## config.mk

```make
export PLATFORM = sky130hd
export DESIGN_NAME = integer_matrix_multiply
export DESIGN_NICKNAME = d
export VERILOG_FILES = /design/src/rtl/imm_pkg.sv /design/src/rtl/imm_store.sv /design/src/rtl/imm_seq.sv /design/src/rtl/imm_mac.sv /design/src/rtl/integer_matrix_multiply.sv
export SDC_FILE = /design/constraint.sdc
export NUM_CORES = 2
export LEC_CHECK = 0
export ABC_AREA = 1
export BUFFER_PORTS_ARGS = -buffer_cell sky130_fd_sc_hd__buf_2
export CORE_MARGIN = 3
export CORE_UTILIZATION = 50
export DETAILED_ROUTE_END_ITERATION = 16
export PLACE_DENSITY = 0.69
export SKIP_CTS_REPAIR_TIMING = 1
export SKIP_LAST_GASP = 1
export SLEW_MARGIN = 25
export SYNTH_ARGS = -nofsm -noshare
export SYNTH_HDL_FRONTEND = slang
export SYNTH_HIERARCHICAL = 1
export SYNTH_SLANG_ARGS = --single-unit
```

## constraint.sdc

```tcl
create_clock -name i_clk -period 14.9 [get_ports i_clk]
set_input_delay 0.745 -clock i_clk [delete_from_list [all_inputs] [get_ports i_clk]]
set_output_delay 0.745 -clock i_clk [all_outputs]
set_load 0.1 [all_outputs]
```

## src/rtl/imm_pkg.sv

```systemverilog
// Shared types and constants of the integer matrix multiplier.
package imm_pkg;

    localparam int CFG_W      = 4;
    localparam int CIDX_W     = 2;
    localparam int IDX_PORT_W = 3;
    localparam int OP_W       = 2;

    localparam logic [OP_W-1:0] OP_LOAD_A  = 2'd0;
    localparam logic [OP_W-1:0] OP_LOAD_B  = 2'd1;
    localparam logic [OP_W-1:0] OP_COMPUTE = 2'd2;

    localparam logic [CIDX_W-1:0] CFG_ROWS_OF_A  = 2'd0;
    localparam logic [CIDX_W-1:0] CFG_INNER_SIZE = 2'd1;
    localparam logic [CIDX_W-1:0] CFG_COLS_OF_B  = 2'd2;

    localparam logic [CFG_W-1:0] CFG_RESET = 4'd8;

    typedef enum logic {
        SEQ_IDLE,
        SEQ_WALK
    } t_seq_state;

    // One read beat of the walk, carried alongside the store read data.
    typedef struct packed {
        logic                  first;
        logic                  last_t;
        logic                  zero;
        logic                  last_elem;
        logic [IDX_PORT_W-1:0] row;
        logic [IDX_PORT_W-1:0] col;
    } t_beat;

endpackage

```

## src/rtl/imm_store.sv

```systemverilog
// Synchronous element store with one write port and one registered read port.
module imm_store #(
    parameter int DATA_WIDTH = 16,
    parameter int DEPTH      = 64,
    parameter int ADDR_W     = 6
) (
    input  logic                  i_clk,
    input  logic                  i_wr_en,
    input  logic [ADDR_W-1:0]     i_wr_addr,
    input  logic [DATA_WIDTH-1:0] i_wr_data,
    input  logic                  i_rd_en,
    input  logic [ADDR_W-1:0]     i_rd_addr,
    output logic [DATA_WIDTH-1:0] o_rd_data
);

    logic [DATA_WIDTH-1:0] r_mem [DEPTH];
    logic [DATA_WIDTH-1:0] r_rd_data;

    always_ff @(posedge i_clk) begin
        if (i_wr_en) begin
            r_mem[i_wr_addr] <= i_wr_data;
        end
    end

    always_ff @(posedge i_clk) begin
        if (i_rd_en) begin
            r_rd_data <= r_mem[i_rd_addr];
        end
    end

    assign o_rd_data = r_rd_data;

endmodule

```

## src/rtl/imm_seq.sv

```systemverilog
// Walk sequencer: steps row, column and inner index and issues store reads.
module imm_seq import imm_pkg::*; #(
    parameter int MAX_DIM = 8,
    parameter int DIM_W   = 4,
    parameter int IDX_W   = 3,
    parameter int ADDR_W  = 6
) (
    input  logic              i_clk,
    input  logic              i_rst_n,
    input  logic              i_en,
    input  logic              i_start,
    input  logic [DIM_W-1:0]  i_nr,
    input  logic [DIM_W-1:0]  i_nk,
    input  logic [DIM_W-1:0]  i_nc,
    output logic              o_busy,
    output logic              o_beat_valid,
    output t_beat             o_beat,
    output logic [ADDR_W-1:0] o_a_addr,
    output logic [ADDR_W-1:0] o_b_addr
);

    t_seq_state       r_state;
    t_seq_state       n_state;
    logic [IDX_W-1:0] r_i;
    logic [IDX_W-1:0] r_j;
    logic [IDX_W-1:0] r_t;
    logic [DIM_W-1:0] r_nr;
    logic [DIM_W-1:0] r_nk;
    logic [DIM_W-1:0] r_nc;
    logic             w_zero;
    logic             w_last_t;
    logic             w_last_j;
    logic             w_last_i;
    logic             w_step;
    logic             w_done;

    assign w_zero   = (r_nk == '0);
    assign w_last_t = w_zero || ((DIM_W'(r_t) + DIM_W'(1)) == r_nk);
    assign w_last_j = ((DIM_W'(r_j) + DIM_W'(1)) == r_nc);
    assign w_last_i = ((DIM_W'(r_i) + DIM_W'(1)) == r_nr);
    assign w_step   = (r_state == SEQ_WALK) && i_en;
    assign w_done   = w_step && w_last_t && w_last_j && w_last_i;

    always_comb begin
        n_state = r_state;
        unique case (r_state)
            SEQ_IDLE: begin
                if (i_start) begin
                    n_state = SEQ_WALK;
                end
            end
            SEQ_WALK: begin
                if (w_done) begin
                    n_state = SEQ_IDLE;
                end
            end
            default: n_state = SEQ_IDLE;
        endcase
    end

    always_comb begin
        o_busy       = 1'b0;
        o_beat_valid = 1'b0;
        unique case (r_state)
            SEQ_IDLE: begin
                o_busy       = 1'b0;
                o_beat_valid = 1'b0;
            end
            SEQ_WALK: begin
                o_busy       = 1'b1;
                o_beat_valid = 1'b1;
            end
            default: begin
                o_busy       = 1'b0;
                o_beat_valid = 1'b0;
            end
        endcase
    end

    always_ff @(posedge i_clk) begin
        if (!i_rst_n) begin
            r_state <= SEQ_IDLE;
            r_i     <= '0;
            r_j     <= '0;
            r_t     <= '0;
            r_nr    <= '0;
            r_nk    <= '0;
            r_nc    <= '0;
        end else begin
            r_state <= n_state;
            if (i_start) begin
                r_i  <= '0;
                r_j  <= '0;
                r_t  <= '0;
                r_nr <= i_nr;
                r_nk <= i_nk;
                r_nc <= i_nc;
            end else if (w_step) begin
                if (w_last_t) begin
                    r_t <= '0;
                    if (w_last_j) begin
                        r_j <= '0;
                        if (!w_last_i) begin
                            r_i <= r_i + IDX_W'(1);
                        end
                    end else begin
                        r_j <= r_j + IDX_W'(1);
                    end
                end else begin
                    r_t <= r_t + IDX_W'(1);
                end
            end
        end
    end

    assign o_a_addr = ADDR_W'(int'(r_i) * MAX_DIM + int'(r_t));
    assign o_b_addr = ADDR_W'(int'(r_t) * MAX_DIM + int'(r_j));

    always_comb begin
        o_beat.first     = (r_t == '0);
        o_beat.last_t    = w_last_t;
        o_beat.zero      = w_zero;
        o_beat.last_elem = w_last_j && w_last_i;
        o_beat.row       = IDX_PORT_W'(r_i);
        o_beat.col       = IDX_PORT_W'(r_j);
    end

endmodule

```

## src/rtl/imm_mac.sv

```systemverilog
// Multiply-accumulate pipeline with the result output register.
module imm_mac import imm_pkg::*; #(
    parameter int DATA_WIDTH = 16,
    parameter int PROD_W     = 35
) (
    input  logic                         i_clk,
    input  logic                         i_rst_n,
    input  logic                         i_en,
    input  logic                         i_beat_valid,
    input  t_beat                        i_beat,
    input  logic signed [DATA_WIDTH-1:0] i_rd_a,
    input  logic signed [DATA_WIDTH-1:0] i_rd_b,
    output logic                         o_valid,
    output logic [IDX_PORT_W-1:0]        o_out_row,
    output logic [IDX_PORT_W-1:0]        o_out_col,
    output logic signed [PROD_W-1:0]     o_product_value,
    output logic                         o_last
);

    logic                           r_s1_valid;
    t_beat                          r_s1_beat;
    logic                           r_s2_valid;
    t_beat                          r_s2_beat;
    logic signed [2*DATA_WIDTH-1:0] w_prod;
    logic signed [2*DATA_WIDTH-1:0] r_prod;
    logic signed [PROD_W-1:0]       r_acc;
    logic signed [PROD_W-1:0]       n_acc;
    logic signed [PROD_W-1:0]       w_prod_ext;
    logic                           r_out_valid;
    logic [IDX_PORT_W-1:0]          r_out_row;
    logic [IDX_PORT_W-1:0]          r_out_col;
    logic signed [PROD_W-1:0]       r_out_value;
    logic                           r_out_last;

    // The product is formed on its own so that both operands stay signed.
    assign w_prod     = i_rd_a * i_rd_b;
    assign w_prod_ext = PROD_W'(r_prod);
    assign n_acc      = (r_s2_beat.first ? '0 : r_acc) + w_prod_ext;

    always_ff @(posedge i_clk) begin
        if (!i_rst_n) begin
            r_s1_valid  <= 1'b0;
            r_s2_valid  <= 1'b0;
            r_out_valid <= 1'b0;
        end else if (i_en) begin
            r_s1_valid  <= i_beat_valid;
            r_s2_valid  <= r_s1_valid;
            r_out_valid <= r_s2_valid && r_s2_beat.last_t;
        end
    end

    always_ff @(posedge i_clk) begin
        if (i_en) begin
            r_s1_beat <= i_beat;
            r_s2_beat <= r_s1_beat;
            // An empty inner dimension must give zero whatever the stores hold.
            r_prod    <= r_s1_beat.zero ? '0 : w_prod;
            if (r_s2_valid) begin
                r_acc <= n_acc;
            end
            if (r_s2_valid && r_s2_beat.last_t) begin
                r_out_row   <= r_s2_beat.row;
                r_out_col   <= r_s2_beat.col;
                r_out_value <= n_acc;
                r_out_last  <= r_s2_beat.last_elem;
            end
        end
    end

    assign o_valid         = r_out_valid;
    assign o_out_row       = r_out_row;
    assign o_out_col       = r_out_col;
    assign o_product_value = r_out_value;
    assign o_last          = r_out_last;

endmodule

```

## src/rtl/integer_matrix_multiply.sv

```systemverilog
// Top level of the integer matrix multiplier: configuration, loads, walk and results.
// Loads go straight into the stores and the block accepts one request per cycle between computes.
// A compute request holds intake for its whole walk, including any result stall cycles;
// its C elements leave in row-major order via the read, product and output registers.
// Reset is synchronous and active low: dimension registers go to 8, the pipeline empties,
// and the element stores are not cleared (no clearing pass; no wait after reset).
module integer_matrix_multiply import imm_pkg::*; #(
    parameter int MAX_DIM    = 8,
    parameter int DATA_WIDTH = 16,
    localparam int PROD_W    = 2 * DATA_WIDTH + $clog2(MAX_DIM)
) (
    input  logic                         i_clk,
    input  logic                         i_rst_n,
    // Request channel.
    input  logic                         i_valid,
    output logic                         o_stall,
    input  logic [OP_W-1:0]              i_operation,
    input  logic [IDX_PORT_W-1:0]        i_row_index,
    input  logic [IDX_PORT_W-1:0]        i_col_index,
    input  logic signed [DATA_WIDTH-1:0] i_element_value,
    // Result channel.
    output logic                         o_valid,
    input  logic                         i_stall,
    output logic [IDX_PORT_W-1:0]        o_out_row,
    output logic [IDX_PORT_W-1:0]        o_out_col,
    output logic signed [PROD_W-1:0]     o_product_value,
    output logic                         o_last,
    // Configuration write channel.
    input  logic                         i_cfg_valid,
    output logic                         o_cfg_ready,
    input  logic [CIDX_W-1:0]            i_cfg_index,
    input  logic [CFG_W-1:0]             i_cfg_data
);

    // Dimension values run from 0 to MAX_DIM; indices from 0 to MAX_DIM-1.
    localparam int DIM_W  = $clog2(MAX_DIM + 1);
    localparam int IDX_W  = (MAX_DIM > 1) ? $clog2(MAX_DIM) : 1;
    localparam int DEPTH  = MAX_DIM * MAX_DIM;
    localparam int ADDR_W = (DEPTH > 1) ? $clog2(DEPTH) : 1;
    localparam int IW     = (DIM_W > IDX_PORT_W) ? DIM_W : IDX_PORT_W;

    logic [CFG_W-1:0]             r_rows_of_a;
    logic [CFG_W-1:0]             r_inner_size;
    logic [CFG_W-1:0]             r_cols_of_b;
    logic [DIM_W-1:0]             w_nr;
    logic [DIM_W-1:0]             w_nk;
    logic [DIM_W-1:0]             w_nc;
    logic                         w_in_acc;
    logic                         w_a_ok;
    logic                         w_b_ok;
    logic                         w_wr_en_a;
    logic                         w_wr_en_b;
    logic [ADDR_W-1:0]            w_wr_addr;
    logic                         w_start;
    logic                         w_adv;
    logic                         w_busy;
    logic                         w_beat_valid;
    t_beat                        w_beat;
    logic [ADDR_W-1:0]            w_a_addr;
    logic [ADDR_W-1:0]            w_b_addr;
    logic signed [DATA_WIDTH-1:0] w_rd_a;
    logic signed [DATA_WIDTH-1:0] w_rd_b;

    // Configuration registers. The port never pushes back; an index beyond the
    // three dimension registers is dropped.
    assign o_cfg_ready = 1'b1;

    always_ff @(posedge i_clk) begin
        if (!i_rst_n) begin
            r_rows_of_a  <= CFG_RESET;
            r_inner_size <= CFG_RESET;
            r_cols_of_b  <= CFG_RESET;
        end else if (i_cfg_valid && o_cfg_ready) begin
            unique case (i_cfg_index)
                CFG_ROWS_OF_A:  r_rows_of_a  <= i_cfg_data;
                CFG_INNER_SIZE: r_inner_size <= i_cfg_data;
                CFG_COLS_OF_B:  r_cols_of_b  <= i_cfg_data;
                default: ;
            endcase
        end
    end

    // A dimension register above MAX_DIM behaves as MAX_DIM.
    assign w_nr = ({1'b0, r_rows_of_a} > (CFG_W + 1)'(MAX_DIM)) ?
                  DIM_W'(MAX_DIM) : DIM_W'(r_rows_of_a);
    assign w_nk = ({1'b0, r_inner_size} > (CFG_W + 1)'(MAX_DIM)) ?
                  DIM_W'(MAX_DIM) : DIM_W'(r_inner_size);
    assign w_nc = ({1'b0, r_cols_of_b} > (CFG_W + 1)'(MAX_DIM)) ?
                  DIM_W'(MAX_DIM) : DIM_W'(r_cols_of_b);

    // Intake is held for the whole walk. Store writes and walk reads therefore
    // never overlap, which is the interlock that keeps every read consistent.
    assign o_stall  = w_busy;
    assign w_in_acc = i_valid && !o_stall;

    // A load outside the configured sizes is dropped without a result.
    assign w_a_ok = (IW'(i_row_index) < IW'(w_nr)) && (IW'(i_col_index) < IW'(w_nk));
    assign w_b_ok = (IW'(i_row_index) < IW'(w_nk)) && (IW'(i_col_index) < IW'(w_nc));

    assign w_wr_addr = ADDR_W'(int'(i_row_index) * MAX_DIM + int'(i_col_index));
    assign w_wr_en_a = w_in_acc && (i_operation == OP_LOAD_A) && w_a_ok;
    assign w_wr_en_b = w_in_acc && (i_operation == OP_LOAD_B) && w_b_ok;

    // An empty result matrix starts no walk; the compute request is simply taken.
    assign w_start = w_in_acc && (i_operation == OP_COMPUTE) &&
                     (w_nr != '0) && (w_nc != '0);

    // The whole read and accumulate pipeline moves together and freezes only
    // while a finished element waits in the output register and is stalled.
    assign w_adv = !(o_valid && i_stall);

    imm_seq #(
        .MAX_DIM (MAX_DIM),
        .DIM_W   (DIM_W),
        .IDX_W   (IDX_W),
        .ADDR_W  (ADDR_W)
    ) u_seq (
        .i_clk        (i_clk),
        .i_rst_n      (i_rst_n),
        .i_en         (w_adv),
        .i_start      (w_start),
        .i_nr         (w_nr),
        .i_nk         (w_nk),
        .i_nc         (w_nc),
        .o_busy       (w_busy),
        .o_beat_valid (w_beat_valid),
        .o_beat       (w_beat),
        .o_a_addr     (w_a_addr),
        .o_b_addr     (w_b_addr)
    );

    imm_store #(
        .DATA_WIDTH (DATA_WIDTH),
        .DEPTH      (DEPTH),
        .ADDR_W     (ADDR_W)
    ) u_store_a (
        .i_clk     (i_clk),
        .i_wr_en   (w_wr_en_a),
        .i_wr_addr (w_wr_addr),
        .i_wr_data (i_element_value),
        .i_rd_en   (w_adv),
        .i_rd_addr (w_a_addr),
        .o_rd_data (w_rd_a)
    );

    imm_store #(
        .DATA_WIDTH (DATA_WIDTH),
        .DEPTH      (DEPTH),
        .ADDR_W     (ADDR_W)
    ) u_store_b (
        .i_clk     (i_clk),
        .i_wr_en   (w_wr_en_b),
        .i_wr_addr (w_wr_addr),
        .i_wr_data (i_element_value),
        .i_rd_en   (w_adv),
        .i_rd_addr (w_b_addr),
        .o_rd_data (w_rd_b)
    );

    imm_mac #(
        .DATA_WIDTH (DATA_WIDTH),
        .PROD_W     (PROD_W)
    ) u_mac (
        .i_clk           (i_clk),
        .i_rst_n         (i_rst_n),
        .i_en            (w_adv),
        .i_beat_valid    (w_beat_valid),
        .i_beat          (w_beat),
        .i_rd_a          (w_rd_a),
        .i_rd_b          (w_rd_b),
        .o_valid         (o_valid),
        .o_out_row       (o_out_row),
        .o_out_col       (o_out_col),
        .o_product_value (o_product_value),
        .o_last          (o_last)
    );

    // No store is written while the walk is reading.
    a_no_write_in_walk: assert property (@(posedge i_clk) disable iff (!i_rst_n)
        (w_wr_en_a || w_wr_en_b) |-> !w_busy)
        else $error("element store written during a walk");

    // The element marked last sits at the bottom right corner of C.
    a_last_corner: assert property (@(posedge i_clk) disable iff (!i_rst_n)
        (o_valid && o_last) |->
        ((o_out_row == IDX_PORT_W'(w_nr - DIM_W'(1))) &&
         (o_out_col == IDX_PORT_W'(w_nc - DIM_W'(1)))))
        else $error("last marker away from the final element");

    // A compute request that is taken starts the walk on the next cycle.
    a_start_idle: assert property (@(posedge i_clk) disable iff (!i_rst_n)
        w_start |=> w_busy)
        else $error("walk did not start after a compute request");

    // Reset leaves no result pending.
    a_reset_empty: assert property (@(posedge i_clk)
        !i_rst_n |=> !o_valid)
        else $error("result pending after reset");

endmodule

```

* Yosys cells after proc, flatten, opt, wreduce, memory -nomap -nowiden
Memory sizes are Yosys's and may differ from the RTL's. A register that Yosys moved wholly into a read port is not among the register bits. Cells that the tools add are included. W data, S select, Z words.
Word-level totals: memories kept 2, memory bits (writable) 2048, logic and storage cells 111, bits in registers 165, output and inout bits 45
Operators by class: eq/ne operators 7, add/sub/neg operators 10, multipliers 1, reduce and logical (&&, ||, !) cells 36, bitwise logic cells 4, muxes and demuxes 14, order comparisons 7
Memories:
- u_store_a.r_mem | words 64, width 16, rd ports 1, clocked after memory_dff 1, wr ports 1, RTL line imm_store.sv:16 | logic [DATA_WIDTH-1:0] r_mem [DEPTH];
- u_store_b.r_mem | words 64, width 16, rd ports 1, clocked after memory_dff 1, wr ports 1, RTL line imm_store.sv:16
Operators with widths (count):
- $add A35 B35 Y35 | 1
- $mux W35 | 1
- $mul A16 B16 Y32 | 1
- $add A6 B3 Y6 | 3
- $logic_and A1 B1 Y1 | 17
- $lt A3 B4 Y1 | 4
- $add A3 B1 Y4 const B | 3
- $eq A4 B4 Y1 | 3
- $gt A4 B4 Y1 const B | 3
- $mux W4 | 3
- $reduce_and A2 Y1 | 6
- $add A3 B1 Y3 const B | 3
- $reduce_bool A4 Y1 | 2
- $mux W1 | 6
- $mux W3 | 2
- $eq A2 B1 Y1 const B | 2
- $eq A2 B2 Y1 const B | 2
- $logic_not A1 Y1 | 4
- $logic_not A2 Y1 | 2
- $logic_not A4 Y1 | 1
- $not A1 Y1 | 4
- $pmux W1 S2 | 2
- $reduce_and A4 Y1 | 1
- $logic_not A3 Y1 | 1
- other kinds (2) | 2

* Logic depth before layout (Yosys ltp)
depth after elaboration 9, depth in mapped cells 29

* Cells and area by module
Netlist, hierarchy kept.
By module, submodules not included:
- imm_store | area each 42259.3 sq um, times used 2, cells each 3517, seq. area each 31230.0 sq um
- imm_mac | area each 17749.5 sq um, times used 1, cells each 2267, seq. area each 3903.7 sq um
- imm_seq | area each 1311.3 sq um, times used 1, cells each 193, seq. area each 440.4 sq um
- integer_matrix_multiply | area each 824.5 sq um, times used 1, cells each 132, seq. area each 240.2 sq um

* Least setup slack after synthesis
OpenSTA, ideal clock, no wires.
path type register to register, start register u_store_b.r_rd_data[2], in the netlist u_store_b/o_rd_data[2], read port of u_store_b.r_mem, end register u_mac.r_prod[31] (data pin), path buffers 2, arrival 5.770 ns, setup time 0.253 ns, setup slack 8.878 ns, stages on the path, launching flop included 24, cell sequence edfxtp_1 clkbuf_1 clkbuf_1 nand2_1 fa_1 inv_1 fa_1 inv_1 fa_1 fa_1 fa_1 fa_1 inv_1 ha_1 nand2_1 inv_1 nand2_1 nor3_1 and2_1 nand2_1 nand2_1 nand2_1 nand2_1 nor2_1
Between the ends: longest elaborated chain between the ends 1
Ends and longest elaborated chain:
- start, declared | RTL line imm_store.sv:17 | logic [DATA_WIDTH-1:0] r_rd_data;
- $mul A16 B16 Y32 | RTL line imm_mac.sv:36 | assign w_prod = i_rd_a * i_rd_b;
- end signal, assigned | RTL line imm_mac.sv:57 | r_prod <= r_s1_beat.zero ? '0 : w_prod;
- end, declared | RTL line imm_mac.sv:25 | logic signed [2*DATA_WIDTH-1:0] r_prod;
No other way between the ends. A chain may end at the register's enable or synchronous reset.

* Worst setup path in the final report
Ends and elaborated chain as after synthesis.

==> results.md <==
- Share of post-route cells with drive strength above 1: 6.68%
- Headroom to the max-slew limit: 19.4%
- Top FF cell, synth: edfxtp_1
- WL final: 276 mm
- First-pass GRT wire length: 416 mm
- Layout area overhead: 9.00%
- Worst EP required: 15.52 ns
- Crit end category: flip-flop
- Die ar.: 214,000 um2
- Clock buffer count from CTS: 217
- IO Count: 80
- Syn Inst Count: 9,626
- Final HPWL DP: 162 mm
- Setup tns final: 0 ns
- Post-synthesis sequential area ratio: 64.2%
- Startpoint type of the worst setup path: flip-flop
- Status: complete, no violations
- Synth unique cells: 42
- WL/cell: 22.0 um
- Final Cycle Share: 44.2%
- Syn Area/Cell: 10.8 um2
- Clk buf depth: 3
- Post-route minimum period: 6.59 ns
- Crit Path Max Fanout: 16
- Crit path from: u_store_b/o_rd_data[2]$_DFFE_PP_
- TritonCTS clock tree: done
- Area of the mapped netlist: 104,000 um2
- Core area: 207,000 um2
- HP Start: i_cfg_data[3]
- Initial Util: 50.4%
- Slew Limit Fails: 0
- # DRC: 0
- Cell Pwr Density: 236 nW/um2
- Chip Width: 463 um
- Leak: 44.4 nW
- Worst-margin pin slew: 1.21 ns
- Clock sinks: 2,245
- Gr ovfl total: 0
- Nets@finish: 9,992
- Number of I/O port buffers: 78
- GP Congestion: 0.905
- Fraction of registers with async set/reset: 0%
- Syn_nets: 10.1k
- Maximum vdd drop: 0.551 mV
- Initial antenna violation count: 15
- Number of global-route vias before repair: 67.9k
- Yosys warns: 6
- Reg-to-reg startpoint: u_store_b/o_rd_data[2]$_DFFE_PP_
- Iter 0 DRT Violations: 8,333
- Clock root buffer: clkbuf_16
- H-tree depth: 4
- Layout Cells excl Fill: 12.5k
- Max cap viols: 0
- Antenna Nets Post-Route: 0
- Cell count after placement: 12.1k
- First-pass DRT Iterations: 8
- RSZ-0062 raised after global routing: no
- Final setup fails: 0
- Fmax achieved: 0.152 GHz
- Clock insertion delay at the later pin of the skew report: 0.88 ns
- Worst hold path type: in2reg
- Fin util: 54.9%
- Row cnt: 167
- Setup Skew: 0.0294 ns
- CTS clk-pin slew, worst paths: 0.06 ns
- CP arrival: 7.21 ns
- Die height: 463 um
- Vias post-DR: 71.0k
- Slowest cell on crit path: fa_1
- Tot GR Track Use: 25.3%
- EDFF count, synth: 2,208
- Final hold violation count: 0
- Slowest stage delay, CP: 1.01 ns
- Critical Path Most Common Cell: nand2_1
- Final total power: 26.9 mW
- CP Class: reg2reg
- Largest net degree at the start of global routing: 272
- Synth Register Bits: 2,245
- Worst-path cell chain: nand2_1, fa_1, inv_1, fa_1, inv_1, fa_1, fa_1, fa_1, fa_1, inv_1, ha_1, nand2_1, inv_1, nand2_1, nor3_1, and2_1, nand2_1, nand2_1, nand2_1, nand2_1, nor2_1
- Via-per-instance ratio: 5.66
power breakdown:
part	total (mW)	switching [mW]	internal, mW
logic	14.2	9.42	4.77
clock network	5.41	2.38	3.04
registers	7.28	0.114	7.17
cell usage after synthesis (37+ instances only):
| library cell | instances | area, um2 |
|---|---|---|
| edfxtp_1 | 2208 | 66300 |
| buf_4 | 51 | 383 |
| nor2_1 | 333 | 1250 |
| buf_6 | 98 | 1100 |
| a21oi_1 | 80 | 400 |
| nand3_1 | 1825 | 9130 |
| clkbuf_1 | 121 | 454 |
| dfxtp_1 | 37 | 741 |
| inv_1 | 706 | 2650 |
| fa_1 | 263 | 5270 |
| o21ai_0 | 43 | 215 |
| buf_2 | 226 | 1130 |
| nand2_1 | 3284 | 12300 |
| ha_1 | 128 | 1600 |
| nand4_1 | 37 | 231 |
critical path: cells and delay by family (launching register included):
| family | cells | cell delay [ns] |
|---|---|---|
| AND/OR/NAND/NOR | 10 | 1.04 |
| flip-flops | 1 | 0.73 |
| adder cells (fa/ha/maj) | 7 | 4.19 |
| buffers and inverters | 4 | 0.36 |
kinds of logic (layout without fill, tap and decap cells):
family	Yosys count	after routing	synth area share, %
DFF	2245	2245	64.2
xor gates and xnor gates	27	27	0.227
other	1	11	0.00359
and+or+nand+nor	5544	5544	22.4
AOI/OAI and AO/OA	161	161	0.845
adders and majority gates	391	391	6.58
buffers and inverters	1257	1380	5.71
metal layers:
| layer | routed length (um) | GRT usage, % | vias up |
|---|---|---|---|
| li1 | - | - | 32300 |
| met1 | 113000 | 35.8 | 34900 |
| met2 | 128000 | 39.5 | 3355 |
| met3 | 26100 | 4.50 | 467 |
| met4 | 9730 | 9.48 | 4 |
| met5 | 29 | 0 | - |
sequential cells by signal, summed over array words and instances (netlist names), 9 cells and up:
| signal | count |
|---|---|
| u_store_a/o_rd_data | 16 |
| u_store_a/r_mem | 1024 |
| u_mac/o_product_value | 35 |
| u_mac/r_s1_beat | 10 |
| u_mac/r_prod | 32 |
| u_mac/r_acc | 35 |
| u_mac/r_s2_beat | 9 |
| u_store_b/o_rd_data | 16 |
| u_store_b/r_mem | 1024 |
final cells by class:
class                           instances  area (um2)
Fill cell                           17200       93500
Sequential cell                      2245       67100
Multi-Input combinational cell       6124       31600
Clock buffer                          264        5650
Tap cell                             2788        3490
Inverter                              724        2770
Timing Repair Buffer                  254        1870
Clock inverter                        138        1360
Antenna cell                           10        25.0
layout by cell type, fill, tap and decap left out, types with 7 or more instances in the layout:
cell type | netlist | final
o21ai_0 | 43 | 43
xnor2_1 | 7 | 7
buf_4 | 51 | 182
diode_2 | 0 | 10
buf_2 | 226 | 62
a21oi_1 | 80 | 80
o21ai_1 | 10 | 10
clkinv_1 | 0 | 59
fa_1 | 263 | 263
nor2_2 | 7 | 22
o21bai_1 | 12 | 12
ha_1 | 128 | 128
nand4_1 | 37 | 37
nor3_1 | 10 | 10
nand2_1 | 3284 | 3283
inv_2 | 16 | 13
clkinv_2 | 0 | 37
nand3_1 | 1825 | 1825
inv_1 | 706 | 703
nor4_2 | 0 | 16
edfxtp_1 | 2208 | 2208
nor2_1 | 333 | 315
bufinv_16 | 0 | 19
xor2_1 | 20 | 20
dfxtp_1 | 37 | 30
clkbuf_16 | 0 | 219
clkbuf_1 | 121 | 45
path summary, 6_finish.rpt:
check                                                      end  slack, ns  cells past startpoint
worst max-delay path            u_mac/r_prod[31]$_SDFFCE_PP0P_       8.31                     21
worst min-delay path              r_inner_size[3]$_SDFFE_PN1P_       0.18                      3
worst max register to register  u_mac/r_prod[31]$_SDFFCE_PP0P_       8.31                     21
worst min register to register    u_mac/o_out_col[2]$_DFFE_PP_       0.42                      0
stage by stage:
stage                     setup WS [ns]  hold slack [ns]  cell area [um2]
final                              8.31            0.176           114000
after global routing               7.76            0.130           114000
after CTS                          8.25            0.105           114000
after detailed placement           8.21            0.405           107000
after global placement             8.28            0.402           107000
after floorplan                    8.88            0.400           104000
(Power assumes the default switching activity.)
